## config.mk

```make
export PLATFORM = sky130hd
export DESIGN_NAME = eight_bit_cpu_bus_sequencer
export DESIGN_NICKNAME = d
export VERILOG_FILES = /design/src/rtl/core/ebcs_pkg.sv /design/src/rtl/core/eight_bit_cpu_bus_sequencer.sv
export SDC_FILE = /design/constraint.sdc
export NUM_CORES = 2
export LEC_CHECK = 0
export ABC_AREA = 1
export BUFFER_PORTS_ARGS = -buffer_cell sky130_fd_sc_hd__buf_2
export CORE_MARGIN = 5
export CORE_UTILIZATION = 42
export CTS_BUF_LIST = sky130_fd_sc_hd__clkbuf_2 sky130_fd_sc_hd__clkbuf_4 sky130_fd_sc_hd__clkbuf_8
export DETAILED_ROUTE_END_ITERATION = 8
export PLACE_DENSITY_LB_ADDON = 0.15
export SLEW_MARGIN = 20
export SYNTH_ARGS = -nofsm -noshare
export SYNTH_HDL_FRONTEND = slang
export SYNTH_SLANG_ARGS = --single-unit
export TNS_END_PERCENT = 30
```

## constraint.sdc

```tcl
create_clock -name i_clk -period 4.2 [get_ports i_clk]
set_input_delay 0.42 -clock i_clk [delete_from_list [all_inputs] [get_ports i_clk]]
set_output_delay 0.42 -clock i_clk [all_outputs]
set_load 0.01 [all_outputs]
```

## src/rtl/core/ebcs_pkg.sv

```systemverilog
// package for the bus sequencer: payload types, phase codes, opcodes and flag masks
package ebcs_pkg;

    typedef struct packed {
        logic       op;
        logic [7:0] read_data;
    } t_in_item;

    typedef struct packed {
        logic [15:0] bus_address;
        logic        bus_write;
        logic [7:0]  bus_write_data;
        logic        instruction_done;
        logic        bad_opcode;
        logic [15:0] pc_value;
        logic [7:0]  acc_value;
        logic [3:0]  flag_bits;
    } t_out_item;

    typedef enum logic [2:0] {
        PH_IDLE      = 3'd0,
        PH_FETCH     = 3'd1,
        PH_FETCH_BAD = 3'd2,
        PH_RD1       = 3'd3,
        PH_RD2       = 3'd4,
        PH_WR1       = 3'd5,
        PH_WR2       = 3'd6
    } t_phase;

    localparam logic [3:0] FZ = 4'h8;
    localparam logic [3:0] FN = 4'h4;
    localparam logic [3:0] FH = 4'h2;
    localparam logic [3:0] FC = 4'h1;

    localparam logic [15:0] HIGH_PAGE = 16'hFF00;

    localparam logic [7:0] OP_NOP = 8'h00, OP_INC_B = 8'h04, OP_DEC_B = 8'h05;
    localparam logic [7:0] OP_LD_B_N = 8'h06, OP_INC_C = 8'h0C, OP_DEC_C = 8'h0D;
    localparam logic [7:0] OP_LD_C_N = 8'h0E, OP_LD_DE_NN = 8'h11, OP_INC_DE = 8'h13;
    localparam logic [7:0] OP_DEC_D = 8'h15, OP_LD_D_N = 8'h16, OP_RLA = 8'h17;
    localparam logic [7:0] OP_JR = 8'h18, OP_LD_A_DE = 8'h1A, OP_DEC_E = 8'h1D;
    localparam logic [7:0] OP_LD_E_N = 8'h1E, OP_JR_NZ = 8'h20, OP_LD_HL_NN = 8'h21;
    localparam logic [7:0] OP_LDI_HL_A = 8'h22, OP_INC_HL = 8'h23, OP_INC_H = 8'h24;
    localparam logic [7:0] OP_JR_Z = 8'h28, OP_LD_L_N = 8'h2E, OP_LD_SP_NN = 8'h31;
    localparam logic [7:0] OP_LDD_HL_A = 8'h32, OP_DEC_A = 8'h3D, OP_LD_A_N = 8'h3E;
    localparam logic [7:0] OP_LD_C_A = 8'h4F, OP_LD_D_A = 8'h57, OP_LD_H_A = 8'h67;
    localparam logic [7:0] OP_LD_HL_A = 8'h77, OP_LD_A_B = 8'h78, OP_LD_A_E = 8'h7B;
    localparam logic [7:0] OP_LD_A_H = 8'h7C, OP_LD_A_L = 8'h7D, OP_ADD_HL = 8'h86;
    localparam logic [7:0] OP_SUB_B = 8'h90, OP_XOR_A = 8'hAF, OP_CP_HL = 8'hBE;
    localparam logic [7:0] OP_POP_BC = 8'hC1, OP_PUSH_BC = 8'hC5, OP_RET = 8'hC9;
    localparam logic [7:0] OP_PREFIX = 8'hCB, OP_CALL = 8'hCD, OP_LDH_N_A = 8'hE0;
    localparam logic [7:0] OP_LD_CI_A = 8'hE2, OP_LD_NN_A = 8'hEA, OP_LDH_A_N = 8'hF0;
    localparam logic [7:0] OP_CP_N = 8'hFE;
    localparam logic [7:0] CB_RL_C = 8'h11, CB_BIT7_H = 8'h7C;

endpackage

```

## src/rtl/core/eight_bit_cpu_bus_sequencer.sv

```systemverilog
// top level: sm83-style cpu subset run as a bus sequencer
// Each accepted input item (a start or write acknowledge, or returned read data) is decoded
// against the current micro phase and turned into exactly one result item: the next bus request
// with pc, accumulator and flags after the step. One item is taken per clock unless the input is
// stalled; the decode, the 8-bit alu and the 16-bit address adders sit between the input handshake
// and the result register, and a single result register with a skid register lets a new item in
// while a result waits. The first item after reset is taken as start and loads the pc from r_start.
module eight_bit_cpu_bus_sequencer import ebcs_pkg::*; (
    input  logic        i_clk,
    input  logic        i_rst_n,
    input  logic        i_in_valid,
    output logic        o_in_stall,
    input  t_in_item    i_in_item,
    output logic        o_out_valid,
    input  logic        i_out_stall,
    output t_out_item   o_out_item,
    input  logic        i_cfg_valid,
    output logic        o_cfg_ready,
    input  logic [15:0] i_cfg_data
);

    logic [15:0] r_start;
    t_phase      r_ph, n_ph;
    logic [7:0]  r_a, n_a, r_b, n_b, r_c, n_c, r_d, n_d, r_e, n_e, r_h, n_h, r_l, n_l;
    logic [3:0]  r_f, n_f;
    logic [15:0] r_sp, n_sp, r_pc, n_pc;
    logic [7:0]  r_opc, n_opc, r_lo, n_lo, r_hi, n_hi;
    logic        r_pre, n_pre;

    // output register plus skid register
    logic        r_ov, r_sv;
    t_out_item   r_out, r_skid, n_out;
    logic        acc_in;

    assign o_in_stall  = r_sv;
    assign acc_in      = i_in_valid && !r_sv;
    assign o_out_valid = r_ov;
    assign o_out_item  = r_out;
    assign o_cfg_ready = 1'b1;

    // alu helpers
    function automatic logic [11:0] f_inc(input logic [7:0] v, input logic [3:0] f);
        logic [7:0] r;
        r = v + 8'd1;
        return {r, (r == 8'd0 ? FZ : 4'd0) | (r[3:0] == 4'd0 ? FH : 4'd0) | (f & FC)};
    endfunction

    function automatic logic [11:0] f_dec(input logic [7:0] v, input logic [3:0] f);
        logic [7:0] r;
        r = v - 8'd1;
        return {r, (r == 8'd0 ? FZ : 4'd0) | FN | (r[3:0] == 4'hF ? FH : 4'd0) | (f & FC)};
    endfunction

    function automatic logic [11:0] f_sub(input logic [7:0] a, input logic [7:0] v);
        logic [7:0] r;
        r = a - v;
        return {r, (r == 8'd0 ? FZ : 4'd0) | FN | (a[3:0] < v[3:0] ? FH : 4'd0)
                   | (a < v ? FC : 4'd0)};
    endfunction

    function automatic logic [11:0] f_rl(input logic [7:0] v, input logic [3:0] f,
                                         input logic zr);
        logic [7:0] r;
        r = {v[6:0], f[0]};
        return {r, ((zr && r == 8'd0) ? FZ : 4'd0) | (v[7] ? FC : 4'd0)};
    endfunction

    logic [11:0] w_alu;
    logic [8:0]  w_sum;
    logic [15:0] w_jr, w_ret, w_hl, w_de;

    // step logic
    always_comb begin
        logic [7:0] d;
        d = i_in_item.read_data;
        n_ph = r_ph; n_a = r_a; n_b = r_b; n_c = r_c; n_d = r_d; n_e = r_e; n_h = r_h;
        n_l = r_l; n_f = r_f; n_sp = r_sp; n_pc = r_pc; n_opc = r_opc; n_lo = r_lo;
        n_hi = r_hi; n_pre = r_pre;
        w_alu = 12'd0;
        w_sum = {1'b0, r_a} + {1'b0, d};
        w_jr = r_pc + 16'd2 + {{8{d[7]}}, d};
        w_hl = {r_h, r_l};
        w_de = {r_d, r_e};
        case (r_ph)
            PH_IDLE: begin
                n_pc = r_start; n_ph = PH_FETCH;
            end
            PH_WR1: if (!i_in_item.op) begin
                n_ph = PH_FETCH;
                case (r_opc)
                    OP_LDI_HL_A: begin {n_h, n_l} = w_hl + 16'd1; n_pc = r_pc + 16'd1; end
                    OP_LDD_HL_A: begin {n_h, n_l} = w_hl - 16'd1; n_pc = r_pc + 16'd1; end
                    OP_LDH_N_A:  n_pc = r_pc + 16'd2;
                    OP_LD_NN_A:  n_pc = r_pc + 16'd3;
                    OP_PUSH_BC, OP_CALL: n_ph = PH_WR2;
                    default:     n_pc = r_pc + 16'd1;
                endcase
            end
            PH_WR2: if (!i_in_item.op) begin
                n_sp = r_sp - 16'd2; n_ph = PH_FETCH;
                if (r_opc == OP_CALL) n_pc = {r_hi, r_lo};
                else n_pc = r_pc + 16'd1;
            end
            PH_RD1: if (i_in_item.op) begin
                n_ph = PH_FETCH;
                if (r_pre) begin
                    n_pre = 1'b0;
                    if (d == CB_RL_C) begin
                        w_alu = f_rl(r_c, r_f, 1'b1);
                        {n_c, n_f} = w_alu; n_pc = r_pc + 16'd2;
                    end else if (d == CB_BIT7_H) begin
                        n_f = (r_f & FC) | FH | (r_h[7] ? 4'd0 : FZ); n_pc = r_pc + 16'd2;
                    end else n_ph = PH_FETCH_BAD;
                end else begin
                    case (r_opc)
                        OP_LD_B_N: begin n_b = d; n_pc = r_pc + 16'd2; end
                        OP_LD_C_N: begin n_c = d; n_pc = r_pc + 16'd2; end
                        OP_LD_D_N: begin n_d = d; n_pc = r_pc + 16'd2; end
                        OP_LD_E_N: begin n_e = d; n_pc = r_pc + 16'd2; end
                        OP_LD_L_N: begin n_l = d; n_pc = r_pc + 16'd2; end
                        OP_LD_A_N: begin n_a = d; n_pc = r_pc + 16'd2; end
                        OP_JR:     n_pc = w_jr;
                        OP_JR_NZ:  n_pc = (r_f & FZ) != 4'd0 ? r_pc + 16'd2 : w_jr;
                        OP_JR_Z:   n_pc = (r_f & FZ) != 4'd0 ? w_jr : r_pc + 16'd2;
                        OP_CP_N: begin
                            w_alu = f_sub(r_a, d); n_f = w_alu[3:0]; n_pc = r_pc + 16'd2;
                        end
                        OP_LD_A_DE: begin n_a = d; n_pc = r_pc + 16'd1; end
                        OP_ADD_HL: begin
                            n_a = w_sum[7:0];
                            n_f = (w_sum[7:0] == 8'd0 ? FZ : 4'd0)
                                | ({1'b0, r_a[3:0]} + {1'b0, d[3:0]} > 5'd15 ? FH : 4'd0)
                                | (w_sum[8] ? FC : 4'd0);
                            n_pc = r_pc + 16'd1;
                        end
                        OP_CP_HL: begin
                            w_alu = f_sub(r_a, d); n_f = w_alu[3:0]; n_pc = r_pc + 16'd1;
                        end
                        OP_LDH_N_A: begin n_lo = d; n_ph = PH_WR1; end
                        default:    begin n_lo = d; n_ph = PH_RD2; end
                    endcase
                end
            end
            PH_RD2: if (i_in_item.op) begin
                n_ph = PH_FETCH;
                case (r_opc)
                    OP_LD_DE_NN: begin n_e = r_lo; n_d = d; n_pc = r_pc + 16'd3; end
                    OP_LD_HL_NN: begin n_l = r_lo; n_h = d; n_pc = r_pc + 16'd3; end
                    OP_LD_SP_NN: begin n_sp = {d, r_lo}; n_pc = r_pc + 16'd3; end
                    OP_LDH_A_N:  begin n_a = d; n_pc = r_pc + 16'd2; end
                    OP_POP_BC: begin
                        n_c = r_lo; n_b = d; n_sp = r_sp + 16'd2; n_pc = r_pc + 16'd1;
                    end
                    OP_RET: begin n_pc = {d, r_lo}; n_sp = r_sp + 16'd2; end
                    default: begin n_hi = d; n_ph = PH_WR1; end
                endcase
            end
            default: if (i_in_item.op) begin
                // opcode fetch
                n_opc = d; n_pre = 1'b0; n_ph = PH_FETCH;
                case (d)
                    OP_NOP:    n_pc = r_pc + 16'd1;
                    OP_INC_B:  begin w_alu = f_inc(r_b, r_f); {n_b, n_f} = w_alu;
                                     n_pc = r_pc + 16'd1; end
                    OP_DEC_B:  begin w_alu = f_dec(r_b, r_f); {n_b, n_f} = w_alu;
                                     n_pc = r_pc + 16'd1; end
                    OP_INC_C:  begin w_alu = f_inc(r_c, r_f); {n_c, n_f} = w_alu;
                                     n_pc = r_pc + 16'd1; end
                    OP_DEC_C:  begin w_alu = f_dec(r_c, r_f); {n_c, n_f} = w_alu;
                                     n_pc = r_pc + 16'd1; end
                    OP_INC_DE: begin {n_d, n_e} = w_de + 16'd1; n_pc = r_pc + 16'd1; end
                    OP_DEC_D:  begin w_alu = f_dec(r_d, r_f); {n_d, n_f} = w_alu;
                                     n_pc = r_pc + 16'd1; end
                    OP_RLA:    begin w_alu = f_rl(r_a, r_f, 1'b0); {n_a, n_f} = w_alu;
                                     n_pc = r_pc + 16'd1; end
                    OP_DEC_E:  begin w_alu = f_dec(r_e, r_f); {n_e, n_f} = w_alu;
                                     n_pc = r_pc + 16'd1; end
                    OP_INC_HL: begin {n_h, n_l} = w_hl + 16'd1; n_pc = r_pc + 16'd1; end
                    OP_INC_H:  begin w_alu = f_inc(r_h, r_f); {n_h, n_f} = w_alu;
                                     n_pc = r_pc + 16'd1; end
                    OP_DEC_A:  begin w_alu = f_dec(r_a, r_f); {n_a, n_f} = w_alu;
                                     n_pc = r_pc + 16'd1; end
                    OP_LD_C_A: begin n_c = r_a; n_pc = r_pc + 16'd1; end
                    OP_LD_D_A: begin n_d = r_a; n_pc = r_pc + 16'd1; end
                    OP_LD_H_A: begin n_h = r_a; n_pc = r_pc + 16'd1; end
                    OP_LD_A_B: begin n_a = r_b; n_pc = r_pc + 16'd1; end
                    OP_LD_A_E: begin n_a = r_e; n_pc = r_pc + 16'd1; end
                    OP_LD_A_H: begin n_a = r_h; n_pc = r_pc + 16'd1; end
                    OP_LD_A_L: begin n_a = r_l; n_pc = r_pc + 16'd1; end
                    OP_SUB_B:  begin w_alu = f_sub(r_a, r_b); {n_a, n_f} = w_alu;
                                     n_pc = r_pc + 16'd1; end
                    OP_XOR_A:  begin n_a = 8'd0; n_f = FZ; n_pc = r_pc + 16'd1; end
                    OP_LD_B_N, OP_LD_C_N, OP_LD_DE_NN, OP_LD_D_N, OP_JR, OP_LD_A_DE,
                    OP_LD_E_N, OP_JR_NZ, OP_LD_HL_NN, OP_JR_Z, OP_LD_L_N, OP_LD_SP_NN,
                    OP_LD_A_N, OP_ADD_HL, OP_CP_HL, OP_POP_BC, OP_RET, OP_CALL,
                    OP_LDH_N_A, OP_LD_NN_A, OP_LDH_A_N, OP_CP_N:
                        n_ph = PH_RD1;
                    OP_PREFIX: begin n_pre = 1'b1; n_ph = PH_RD1; end
                    OP_LDI_HL_A, OP_LDD_HL_A, OP_LD_HL_A, OP_PUSH_BC, OP_LD_CI_A:
                        n_ph = PH_WR1;
                    default: n_ph = PH_FETCH_BAD;
                endcase
            end
        endcase
    end

    // result item from the state after the step
    always_comb begin
        w_ret = n_pc + 16'd3;
        n_out = '0;
        n_out.bus_address = n_pc;
        n_out.pc_value = n_pc;
        n_out.acc_value = n_a;
        n_out.flag_bits = n_f;
        case (n_ph)
            PH_RD1: begin
                if (n_pre) n_out.bus_address = n_pc + 16'd1;
                else if (n_opc == OP_LD_A_DE) n_out.bus_address = {n_d, n_e};
                else if (n_opc == OP_ADD_HL || n_opc == OP_CP_HL)
                    n_out.bus_address = {n_h, n_l};
                else if (n_opc == OP_POP_BC || n_opc == OP_RET) n_out.bus_address = n_sp;
                else n_out.bus_address = n_pc + 16'd1;
            end
            PH_RD2: begin
                if (n_opc == OP_LDH_A_N) n_out.bus_address = HIGH_PAGE | {8'd0, n_lo};
                else if (n_opc == OP_POP_BC || n_opc == OP_RET)
                    n_out.bus_address = n_sp + 16'd1;
                else n_out.bus_address = n_pc + 16'd2;
            end
            PH_WR1: begin
                n_out.bus_write = 1'b1;
                n_out.bus_write_data = n_a;
                if (n_opc == OP_LDH_N_A) n_out.bus_address = HIGH_PAGE | {8'd0, n_lo};
                else if (n_opc == OP_LD_CI_A) n_out.bus_address = HIGH_PAGE | {8'd0, n_c};
                else if (n_opc == OP_LD_NN_A) n_out.bus_address = {n_hi, n_lo};
                else if (n_opc == OP_PUSH_BC) begin
                    n_out.bus_address = n_sp - 16'd1; n_out.bus_write_data = n_b;
                end else if (n_opc == OP_CALL) begin
                    n_out.bus_address = n_sp - 16'd1; n_out.bus_write_data = w_ret[15:8];
                end else n_out.bus_address = {n_h, n_l};
            end
            PH_WR2: begin
                n_out.bus_write = 1'b1;
                n_out.bus_address = n_sp - 16'd2;
                n_out.bus_write_data = (n_opc == OP_PUSH_BC) ? n_c : w_ret[7:0];
            end
            PH_FETCH_BAD: begin
                n_out.bad_opcode = 1'b1; n_out.instruction_done = 1'b1;
            end
            default: n_out.instruction_done = 1'b1;
        endcase
    end

    // state registers
    always_ff @(posedge i_clk) begin
        if (!i_rst_n) begin
            r_start <= 16'd0; r_ph <= PH_IDLE;
            r_a <= '0; r_b <= '0; r_c <= '0; r_d <= '0; r_e <= '0; r_h <= '0; r_l <= '0;
            r_f <= '0; r_sp <= '0; r_pc <= '0; r_opc <= '0; r_lo <= '0; r_hi <= '0;
            r_pre <= 1'b0;
        end else begin
            if (i_cfg_valid) r_start <= i_cfg_data;
            if (acc_in) begin
                r_ph <= n_ph; r_a <= n_a; r_b <= n_b; r_c <= n_c; r_d <= n_d; r_e <= n_e;
                r_h <= n_h; r_l <= n_l; r_f <= n_f; r_sp <= n_sp; r_pc <= n_pc;
                r_opc <= n_opc; r_lo <= n_lo; r_hi <= n_hi; r_pre <= n_pre;
            end
        end
    end

    // output and skid control
    always_ff @(posedge i_clk) begin
        if (!i_rst_n) begin
            r_ov <= 1'b0; r_sv <= 1'b0;
        end else begin
            if (!r_ov || !i_out_stall) begin
                r_ov <= r_sv || acc_in;
                r_sv <= 1'b0;
            end else if (acc_in) begin
                r_sv <= 1'b1;
            end
        end
    end

    // output and skid payload
    always_ff @(posedge i_clk) begin
        if (!r_ov || !i_out_stall) begin
            r_out <= r_sv ? r_skid : n_out;
        end else if (acc_in) begin
            r_skid <= n_out;
        end
    end

    // a result never gets lost while the skid stage is full
    assert property (@(posedge i_clk) disable iff (!i_rst_n) r_sv |-> r_ov)
        else $error("skid full without output valid");
    // a write request always comes from a write phase
    assert property (@(posedge i_clk) disable iff (!i_rst_n)
        (acc_in && n_out.bus_write) |-> (n_ph == PH_WR1 || n_ph == PH_WR2))
        else $error("write request outside write phase");
    // accepted item always leaves the idle phase
    assert property (@(posedge i_clk) disable iff (!i_rst_n)
        acc_in |=> r_ph != PH_IDLE)
        else $error("idle after accepted item");

endmodule
```

==> impl_metrics.toml <==
[run_status]
status = "completed"

[global_route]
grt.met3_usage_pct = 12.0
grt_overflow_total = 0
grt_pass1_wl_um = 224000
grt.met2_usage_pct = 60.7
grt_start_max_net_pins = 145
grt_pass1_vias = 32900
antenna_found_initial = 10
grt_busiest_layer = "met2"
grt_usage_pct = 41.9
met1_usage_pct = 57.8

[timing]
finClkSkew_ns = 0.0528
finalCritPeriodShare_pct = 96.8
setup_viol = 0
hold_viol = 0
min_period_ns = 4.07
worstMarginPinSlew_ns = 1.02
rsz0062_at_grt = "true"
slew_headroom_pct = 31.2
slew_viol_final = 0
max_freq_mhz = 246

[cells_and_area]
drive_above_1_share_pct = 21.0
nets = 5187
final_cell_count_no_fill = 5983
area_growth_pct = 25.2

[placed_design]
gp_congestion = 1.06
portBuffers = 86
dp_hpwl_um = 124000
dp_cells = 5857

[floorplanning]
start_util_pct = 42.1
coreArea_sq_um = 65400
num_rows = 94
dieArea_sq_um = 70800
die_w_um = 266
ios = 88
die_height_um = 266

[clock_network]
clk_pin_slew_ns = 0.06
clockBufferDepth = 3
worstSkewPairLatency_ns = 0.69
clockRootBuffer = "clkbuf_8"
cts_max_level = 2
cts_buffers = 47
cts_tree = "done"
cts.sink_count = 248

[drt]
num_vias = 36000
routed_via_density = 6.01
drc_errors = 0
drtAntennaViolNets = 0
drt-pass1-iter-count = 6
first_iter_violations = 5438
drt-total-wl_um = 156000
wl_per_cell_um = 26.0

[worst_setup_path]
startpoint = "r_opc[2]"
cp.arrival_ns = 4.49
critPathKind = "flip-flop to flip-flop"
start_kind = "flip-flop"
cp_max_fo = 6
cp-end-kind = "flip-flop"
r2r_start = "r_opc[2]"
cp.required_ns = 4.63

[yosys]
synth_nets = 4680
syn_area_sq_um = 27600
yosysMostFrequentCell = "nand2_1"
synth_edf_count = 110
ys_types = 71
synthFlopType = "dfxtp_1"
ys_async_sr_fraction_pct = 0
yosysTopAreaCell = "nand2_1"
ys_warn_count = 0
synth_area_leaders = "nand2_1 16%, edfxtp_1 12%, dfxtp_1 10%, o21ai_0 8.1%, a21oi_1 7.5%"
synth_area_per_cell_sq_um = 6.03
ys_ff_latch = 248
syn_inst = 4570
netlist.area_leader.share_pct = 15.7
ys_seq_area_share_pct = 22.0
synth_common_cells = "1150 x nand2_1, 451 x inv_1, 447 x o21ai_0"

[power]
power_density_nw_per_um2 = 324
p_leak_nw = 15.9
ir_drop_mv = 0.335
p_total_w = 0.0112

[worst_hold_path]
hold_path.class = "input port to flip-flop"
hold_path_startpoint = "i_cfg_data[12]"

[flow_run]
max_cap_violations = 0
## power by group
part / internal [W] / switching, W / total, W
Combinational: 0.00174 / 0.00344 / 0.00518
Sequential: 0.00285 / 0.000243 / 0.00309
Clock: 0.00165 / 0.00126 / 0.00291
## worst paths after layout
| path | to | slack (ns) | depth (start not counted) |
|---|---|---|---|
| setup / recovery | o_out_item[51] | 0.13 | 26 |
| setup reg to reg | o_out_item[51] | 0.13 | 26 |
| hold / removal | r_start[12] | 0.04 | 3 |
| hold reg to reg | r_start[3] | 0.51 | 2 |
## logic make-up after synthesis
| group | count (synthesis) | synth area share (%) |
|---|---|---|
| buffers and inverters | 716 | 10.5 |
| other | 1 | 0.0136 |
| AOI/OAI and AO/OA | 1194 | 24.6 |
| DFF | 248 | 22.0 |
| adders and majority gates | 80 | 3.74 |
| xor gates and xnor gates | 114 | 3.62 |
| and+or+nand+nor | 2217 | 35.5 |
## state kept, by name, indices dropped and copies added, names as in the netlist, 3 cells and up
name,flops
o_out_item,55
r_skid,55
r_pc,16
r_sp,16
r_start,16
r_a,8
r_b,8
r_c,8
r_d,8
r_e,8
r_h,8
r_hi,8
r_l,8
r_lo,8
r_opc,8
r_f,4
r_ph,3
## metal layers
layer  up-vias  part of all wire [%]  wire length [um]
li1      16500                     -                 -
met4        10                   5.6              8710
met3       453                    13             19700
met5         -                 0.039                61
met1     16700                    41             63800
met2      2317                    41             63400
## layout make-up
cell class	instances	area, sq um
flip-flops and latches	248	6100
diodes	6	15.0
multi-input cells	3606	19200
inverters	514	1950
clock inverters	18	259
well taps	864	1080
clock buffers	67	860
fillers	6880	30900
repair buffers	660	5040
## per-stage QoR
stage	setup TNS [ns]	hold WS [ns]	util [%]	worst slack, ns	instance area (sq um)
floorplan	0	0.429	-	0.157	27600
global placement	-0.414	0.482	49.6	-0.0881	32400
detailed placement	-0.769	0.489	49.6	-0.147	32400
CTS	0	0.0285	51.6	0.00496	33700
global route	-0.183	0.0667	52.7	-0.0833	34500
finish	0	0.0419	52.8	0.134	34500
## cells in the final DEF, fill, tap and decap left out, types with 20 or more instances in the layout
cell      instances
buf_12           20
nand4_1          74
inv_1           446
nor2_1          387
nor2_4           38
nor2_2           51
clkbuf_8         57
o221ai_1         30
inv_2            45
dfxtp_1         125
ha_1             64
o211ai_1         65
nor3_1           55
nand3_1         324
o21ai_0         442
a31oi_1          30
edfxtp_1        110
o21ai_1          38
o22ai_1          55
xor2_1           95
buf_2            86
a21oi_1         400
nand3_2          21
buf_4           535
nand2_1        1111
nand2_2          79
## what timing repair did
item                                    in CTS  in global routing
setup buffers                                0                 21
hold buffers                                14                  0
gates resized for setup                      6                153
pin swaps                                    1                 39
endpoints found under the setup margin      13                 48
cloned                                       0                  0
endpoints found under the hold margin       14                  0
## worst max-delay path, cell delays in order (launching register included)
cell and delay, ns:
dfxtp_2 0.35, inv_1 0.16, nand2_2 0.11, nor2_4 0.18, nand2_2 0.12, buf_4 0.16
nand3_2 0.13, nand2_2 0.09, inv_2 0.07, o21ai_0 0.07, nor2_1 0.15, nor2_2 0.07
buf_4 0.14, inv_1 0.06, buf_4 0.14, ha_1 0.19, nand3_1 0.14, nor2_1 0.20
nand4_1 0.19, nor2_2 0.26, nand2_1 0.08, a21oi_1 0.27, nand2_1 0.11, a21oi_2 0.18
nand2_1 0.07, nand3_1 0.08, nand2_1 0.07
Power figures use the tool's default switching activity.
